===== config.mk =====
export PLATFORM = sky130hd
export DESIGN_NAME = dwm_msg_cell
export DESIGN_NICKNAME = d
export VERILOG_FILES = /design/src/sv/dwm_pkg.sv /design/src/sv/dwm_msg_cell.sv
export SDC_FILE = /design/constraint.sdc
export NUM_CORES = 1
export LEC_CHECK = 0
export ABC_AREA = 0
export BUFFER_PORTS_ARGS = -buffer_cell sky130_fd_sc_hd__buf_2
export CAP_MARGIN = 20
export CELL_PAD_IN_SITES_DETAIL_PLACEMENT = 0
export CELL_PAD_IN_SITES_GLOBAL_PLACEMENT = 2
export CORE_ASPECT_RATIO = 1.25
export CORE_MARGIN = 1
export CORE_UTILIZATION = 19
export DETAILED_ROUTE_END_ITERATION = 10
export GPL_ROUTABILITY_DRIVEN = 0
export MAX_ROUTING_LAYER = met4
export PLACE_DENSITY = 0.83
export SYNTH_ARGS = -nofsm -noshare
export SYNTH_HDL_FRONTEND = slang
export SYNTH_SLANG_ARGS = --single-unit
export TNS_END_PERCENT = 100

===== constraint.sdc =====
create_clock -name clk -period 1.2 [get_ports clk]
set_input_delay 0.12 -clock clk [delete_from_list [all_inputs] [get_ports clk]]
set_output_delay 0.12 -clock clk [all_outputs]
set_load 0.02 [all_outputs]

===== src/sv/dwm_pkg.sv =====
// Shared types, constants and helper functions of the dictionary word masker.
package dwm_pkg;

  localparam int MSG_LEN_DEF      = 64;
  localparam int PAT_LEN_DEF      = 16;
  localparam int NUM_PATTERNS_DEF = 64;

  localparam int         CNT_W   = 7;
  localparam logic [6:0] CNT_MAX = 7'd127;

  localparam logic [1:0] FUNC_ADD    = 2'd0;
  localparam logic [1:0] FUNC_MSG    = 2'd1;
  localparam logic [1:0] FUNC_CLEAR  = 2'd2;
  localparam logic [1:0] FUNC_REMOVE = 2'd3;

  localparam logic [7:0] CHAR_SLASH = 8'h2F;
  localparam logic [7:0] CHAR_LOW_W = 8'h77;
  localparam logic [7:0] CHAR_UP_W  = 8'h57;
  localparam logic [7:0] CHAR_SPACE = 8'h20;

  localparam logic [2:0] PICK_MAX = 3'd4;

  typedef enum logic [2:0] {
    ST_IDLE,
    ST_LOAD,
    ST_CMP,
    ST_WRITE,
    ST_PREP,
    ST_SLOT,
    ST_SCAN,
    ST_OUT
  } state_t;

  typedef struct packed {
    logic shift;
    logic clr;
  } cell_ctrl_t;

  function automatic logic [7:0] mask_char(input logic [2:0] pick);
    logic [7:0] c;
    case (pick)
      3'd0:    c = 8'h40;
      3'd1:    c = 8'h23;
      3'd2:    c = 8'h24;
      3'd3:    c = 8'h2A;
      default: c = 8'h26;
    endcase
    return c;
  endfunction

  function automatic logic [7:0] to_lower(input logic [7:0] c);
    logic [7:0] r;
    r = c;
    if (c inside {[8'h41:8'h5A]}) r = c + 8'd32;
    return r;
  endfunction

endpackage


===== src/sv/dwm_msg_cell.sv =====
// One message cell of the rotating ring: byte, mask pick and mask flag.
module dwm_msg_cell (
  input  logic                clk,
  input  logic                rst,
  input  dwm_pkg::cell_ctrl_t ctrl,
  input  logic                wr,
  input  logic [7:0]          wr_byte,
  input  logic [2:0]          wr_pick,
  input  logic                mark,
  input  logic [7:0]          nb_byte,
  input  logic [2:0]          nb_pick,
  input  logic                nb_flag,
  output logic [7:0]          cur_byte,
  output logic [7:0]          low_byte,
  output logic [2:0]          cur_pick,
  output logic                flag_out
);

  logic flag;

  always_ff @(posedge clk) begin
    if (wr) begin
      cur_byte <= wr_byte;
      cur_pick <= wr_pick;
    end else if (ctrl.shift) begin
      cur_byte <= nb_byte;
      cur_pick <= nb_pick;
    end
  end

  always_ff @(posedge clk) begin
    if (rst) begin
      flag <= 1'b0;
    end else if (ctrl.clr) begin
      flag <= 1'b0;
    end else if (ctrl.shift) begin
      flag <= nb_flag;
    end
  end

  // A match marks the cell as it leaves toward its neighbor.
  assign flag_out = flag | mark;
  assign low_byte = dwm_pkg::to_lower(cur_byte);

endmodule


==> results of run 1 <==
-- worst max path at each step --
| stage | slack (ns) | to | startpoint |
|---|---|---|---|
| floorplan | -0.15 | low_byte[6] | cur_byte[1]$_DFFE_PP_ |
| global placement | -0.06 | low_byte[7] | cur_byte[4]$_DFFE_PP_ |
| finish | -0.34 | low_byte[6] | cur_byte[0]$_DFFE_PP_ |
| CTS | -0.35 | low_byte[6] | cur_byte[0]$_DFFE_PP_ |
| detailed placement | -0.11 | low_byte[7] | cur_byte[4]$_DFFE_PP_ |
| global route | -0.42 | low_byte[6] | cur_byte[0]$_DFFE_PP_ |
-- layout make-up --
| type | instances | area (µm²) | area share |
|---|---|---|---|
| Tap cell | 37 | 46.3 | 0.0442 |
| Sequential cell | 12 | 350 | 0.335 |
| Timing Repair Buffer | 58 | 349 | 0.333 |
| Clock inverter | 1 | 3.75 | 0.00358 |
| Clock buffer | 3 | 41.3 | 0.0394 |
| Multi-Input combinational cell | 26 | 256 | 0.245 |
-- critical path, cell delays in order, from the launching register on --
cell,delay (ns)
edfxtp_1,0.43
a21oi_2,0.17
o2bb2ai_2,0.07
o41a_1,0.35
buf_2,0.16
-- stage by stage --
stage          setup WS (ns)  setup TNS (ns)  instances
2_1_floorplan         -0.146          -0.196         44
3_3_place_gp         -0.0635          -0.185        130
3_5_place_dp          -0.108          -0.300        130
4_1_cts               -0.350          -0.977        137
5_1_grt               -0.418           -1.18        137
6_report              -0.343          -0.894        137
-- timing repair --
| action | CTS | global route |
|---|---|---|
| pin swaps | 3 | 2 |
| resized for setup | 4 | 9 |
| setup endpoints to repair | 3 | 7 |
| endpoints found under the hold margin | 0 | 0 |
| buffers inserted | 3 | 2 |
-- flip-flops by register name (all words and copies together), names as in the netlist --
| signal | count |
|---|---|
| flag | 1 |
| cur_byte | 8 |
| cur_pick | 3 |
-- cell usage in the layout, fill, tap and decap left out --
cell type | Yosys | final
clkinv_1 | 0 | 1
mux2_2 | 11 | 11
a21oi_2 | 1 | 1
clkbuf_8 | 0 | 3
edfxtp_1 | 11 | 11
buf_6 | 0 | 5
nand2_1 | 1 | 1
buf_4 | 6 | 11
dfxtp_1 | 1 | 1
nor3_2 | 0 | 1
nor3_1 | 2 | 1
o2bb2ai_2 | 1 | 1
o41a_1 | 1 | 1
o21bai_4 | 0 | 1
ha_1 | 1 | 1
or2_2 | 2 | 2
o21bai_1 | 2 | 1
mux2i_1 | 1 | 1
nand3b_1 | 1 | 1
nor2_1 | 1 | 1
nand2b_1 | 1 | 1
buf_2 | 0 | 42
-- per-layer routing --
layer	vias up	global-route usage	routed length, µm
met4	0	0.0296	0
li1	273	-	-
met3	0	0.0205	108
met5	-	-	0
met2	30	0.144	777
met1	254	0.0840	549
-- kinds of logic after synthesis --
family	after synthesis	synth area share
fa+ha+maj	1	0.0197
simple gates	8	0.0689
flops	12	0.551
compound gates	5	0.0787
buf+inv	6	0.0709
mux	12	0.211
-- report_power, final --
group          internal, W  switching, W
registers         0.000509     0.0000274
clock network     0.000226      0.000149
logic             0.000211      0.000203
total             0.000945      0.000380
==> results.toml, run 1 <==
[outcome]
status = "complete, but fails checks"
violations = "negative setup slack"

[timing]
setup_viol = 5
skew_ns = 0
tightest_slew_ns = 0.278
slew_viol_final = 0
period_needed_ns = 1.54
final_hold_viol_count = 0
min_period_over_period = 1.29
fin_ws_ns = -0.343
hold_slack_ns = 0.0399
max_slew_margin = 0.815
fmax_mhz = 648
rsz0062_at_grt = "yes"

[route]
first_pass_iters = 2
num_vias = 557
drt_wl_total_mm = 1.44
drtIter0Drc = 2
drc = 0
ant_nets = 0
wire_per_inst_um = 10.5
via_per_inst = 4.07

[placed_design]
post-dp-hpwl_mm = 1.15
io_buffer_count = 48
postPlaceCellArea_um2 = 933

[finish]
final_util = 0.328
diodes = 0
finalInstanceArea_um2 = 1050
drive_gt1_frac = 0.780
area_growth_pct = 64.8
fill_cells = 327
nNetsFinal = 131

[hold_path]
hold_depth = 2
hold_start = "ctrl[0]"
min_path_type = "input port to flop"
hold_path_end = "flag$_SDFFE_PP0P_"

[grt]
grt-ovfl-total = 0
grt_pass1_vias = 506
grt_pass1_wl_mm = 2.04
grt_max_degree = 13
antenna_found_initial = 0
track_usage = 0.0813

[floorplan]
num_rows = 23
die_h_um = 66.7
die_width_um = 53.7
boundaryPins = 49
dieArea_um2 = 3580
start_util = 0.199
core_um2 = 3190

[power_and_ir_drop]
vdd_ir_drop_max_mv = 0.614
fin_total_pwr_w = 0.00133
leakage_nw = 0.480
powerDensity_nw_per_um2 = 1270

[clocking]
root_buffer = "clkbuf_8"
numCtsBuffers = 3
clkSinkCount = 12
clk_latency_ns = 0.23
cts_tree = "yes"
cts_buffer_depth = 2
cts.reportedPaths.clkPinSlew_ns = 0.05
cts_max_level = 1
cts.hold.buffers_added = 0

[synth]
synth_top_area_frac = 0.520
netlist_area_um2 = 636
ys_warn_count = 0
synth_fp_nets = 74
synth_common_cells = "edfxtp_1 (11), mux2_2 (11), buf_4 (6)"
syn_avg_cell_area_um2 = 14.4
netlist_instances = 44
async_reset_ff_frac = 0
ys_ff_latch = 12
ys_types = 16
yosys-top-cells-area = "edfxtp_1 (52%), mux2_2 (19%), buf_4 (7.1%), dfxtp_1 (3.1%), o21bai_1 (2.4%)"
yosys.area.top_type = "edfxtp_1"
synth_edf_count = 11
ys_seq_area_frac = 0.551
ys.flop_type = "edfxtp_1"

[critical_path]
r2r_start = "flag$_SDFFE_PP0P_"
crit_type = "flop to output port"
reg2reg_depth = 2
cp.arrival_ns = 1.42
critPathLaunchType = "flop"
reg2reg_to = "flag$_SDFFE_PP0P_"
critPathRequiredTime_ns = 1.08
reg2reg_slack_ns = 0.61
endpoint_kind = "output port"
crit_fanout = 3

[job]
drv_cap = 0
Power figures use the tool's default switching activity.
==> run 2, diff against run 1 <==
--- a/config.mk
+++ b/config.mk
@@ -6,17 +6,17 @@
 export NUM_CORES = 1
 export LEC_CHECK = 0
 export ABC_AREA = 0
-export BUFFER_PORTS_ARGS = -buffer_cell sky130_fd_sc_hd__buf_2
 export CAP_MARGIN = 20
 export CELL_PAD_IN_SITES_DETAIL_PLACEMENT = 0
 export CELL_PAD_IN_SITES_GLOBAL_PLACEMENT = 2
 export CORE_ASPECT_RATIO = 1.25
 export CORE_MARGIN = 1
-export CORE_UTILIZATION = 19
+export CORE_UTILIZATION = 30
 export DETAILED_ROUTE_END_ITERATION = 10
+export DONT_BUFFER_PORTS = 1
 export GPL_ROUTABILITY_DRIVEN = 0
 export MAX_ROUTING_LAYER = met4
-export PLACE_DENSITY = 0.83
+export PLACE_DENSITY = 0.82
 export SYNTH_ARGS = -nofsm -noshare
 export SYNTH_HDL_FRONTEND = slang
 export SYNTH_SLANG_ARGS = --single-unit
==> results.toml, run 2 (synthesis gave the netlist of run 1 again) <==
[hold_path]
hold_path_end = "cur_pick[2]$_DFFE_PP_"
hold_start = "nb_pick[2]"
min_path_type = "input port to flop"
hold_depth = 1

[route]
drc = 0
drt_wl_total_mm = 1.10
ant_nets = 0
num_vias = 406
first_pass_iters = 2
drtIter0Drc = 2
via_per_inst = 5.27
wire_per_inst_um = 14.2

[finish]
final_cell_mix = "mux2_2 (11), edfxtp_1 (11), buf_4 (11)"
drive_gt1_frac = 0.579
top_regs = "cur_byte x8, cur_pick x3, flag x1"
area_growth_pct = 23.2
largest_register_ffs = 8
regArea_um2 = 350
diodes = 0
finalInstanceArea_um2 = 783
multiInputGateArea_um2 = 256
fill_cells = 209
nNetsFinal = 88
top_register = "cur_byte"

[critical_path]
endpoint_kind = "output port"
reg2reg_to = "flag$_SDFFE_PP0P_"
reg2reg_depth = 3
crit_fanout = 2
cp.arrival_ns = 1.40
reg2reg_slack_ns = 0.06
crit_type = "flop to output port"
critPathLaunchType = "flop"
critPathRequiredTime_ns = 1.08
r2r_start = "flag$_SDFFE_PP0P_"

[floorplan]
die_width_um = 43.2
core_um2 = 1980
start_util = 0.321
num_rows = 18
dieArea_um2 = 2310
die_h_um = 53.5
boundaryPins = 49

[power_and_ir_drop]
p_int_w = 0.000759
p_seq_frac = 0.512
net-switching-power_w = 0.000321
p_comb_frac = 0.261
powerDensity_nw_per_um2 = 1380
p_clk_frac = 0.226
vdd_ir_drop_max_mv = 0.651
switching_share = 0.297
leakage_nw = 0.300

[timing]
max_slew_margin = 0.827
rsz0062_at_grt = "yes"
setup_viol = 3
final_hold_viol_count = 0
hold_slack_ns = 0.0691
setup_tns_ns = -0.903
skew_ns = 0
slew_viol_final = 0
fmax_mhz = 657
min_period_over_period = 1.27
tightest_slew_ns = 0.260
fin_ws_ns = -0.323
period_needed_ns = 1.52

[clocking]
cts_tree = "yes"
numCtsBuffers = 3
root_buffer = "clkbuf_4"
cts_max_level = 1
cts.reportedPaths.clkPinSlew_ns = 0.07
clkSinkCount = 12
clk_latency_ns = 0.26
cts_buffer_depth = 2

[placed_design]
postPlaceCellArea_um2 = 694
io_buffer_count = 0
place_ws_ns = -0.0460
post-dp-hpwl_um = 837

[job]
drv_cap = 0

[grt]
grt-ovfl-total = 0
grt_pass1_wl_mm = 1.61
antenna_found_initial = 0
track_usage = 0.101
grt_max_degree = 13
grt_pass1_vias = 420

[outcome]
status = "complete, but fails checks"
violations = "negative setup slack"
run 2: cell type report:
cell class,instances,share of cell area
clock inverter,1,0.00479
timing repair buffer,15,0.160
sequential,12,0.447
tap,20,0.0319
multi-input combinational,26,0.327
clock buffer,3,0.0288
run 2: per-stage QoR:
| stage | utilization | total power [W] | instances |
|---|---|---|---|
| 3_3_place_gp | 0.350 | 0.000808 | 68 |
| 5_1_grt | 0.395 | 0.00113 | 77 |
| 6_report | 0.395 | 0.00108 | 77 |
| 3_5_place_dp | 0.350 | 0.000811 | 68 |
| 2_1_floorplan | - | 0.000763 | 44 |
| 4_1_cts | 0.395 | 0.00110 | 77 |
run 2: routing by layer:
metal / track usage / share of wire
met1: 0.0951 / 0.36
met4: 0.0909 / 0.023
met3: 0.0239 / 0.12
met5: - / 0
met2: 0.169 / 0.50
run 2: repair_timing:
action | in CTS | in global routing
pin swaps | 5 | 3
gates resized for setup | 4 | 0
setup endpoints to repair | 3 | 3
buffers inserted | 3 | 0
hold buffers | 2 | 0
cloned | 0 | 0
endpoints found under the hold margin | 1 | 0
run 2: critical path, stage by stage (launching register included):
cell and delay (ns):
edfxtp_1 0.41, ha_1 0.31, o41a_1 0.41
run 2: power by group through the flow:
stage | sequential, W | combinational (W) | clock [W]
floorplan | 0.000603 | 0.000160 | 0
global placement | 0.000559 | 0.000249 | 0
detailed placement | 0.000560 | 0.000251 | 0
CTS | 0.000554 | 0.000286 | 0.000257
global route | 0.000560 | 0.000299 | 0.000276
finish | 0.000553 | 0.000282 | 0.000244
run 2: how the worst max path moves through the flow:
stage,startpoint,endpoint
4_1_cts,cur_byte[5]$_DFFE_PP_,low_byte[6]
6_report,cur_byte[5]$_DFFE_PP_,low_byte[6]
3_5_place_dp,cur_byte[1]$_DFFE_PP_,low_byte[6]
5_1_grt,cur_byte[1]$_DFFE_PP_,low_byte[6]
2_1_floorplan,cur_byte[1]$_DFFE_PP_,low_byte[6]
3_3_place_gp,cur_byte[1]$_DFFE_PP_,low_byte[6]
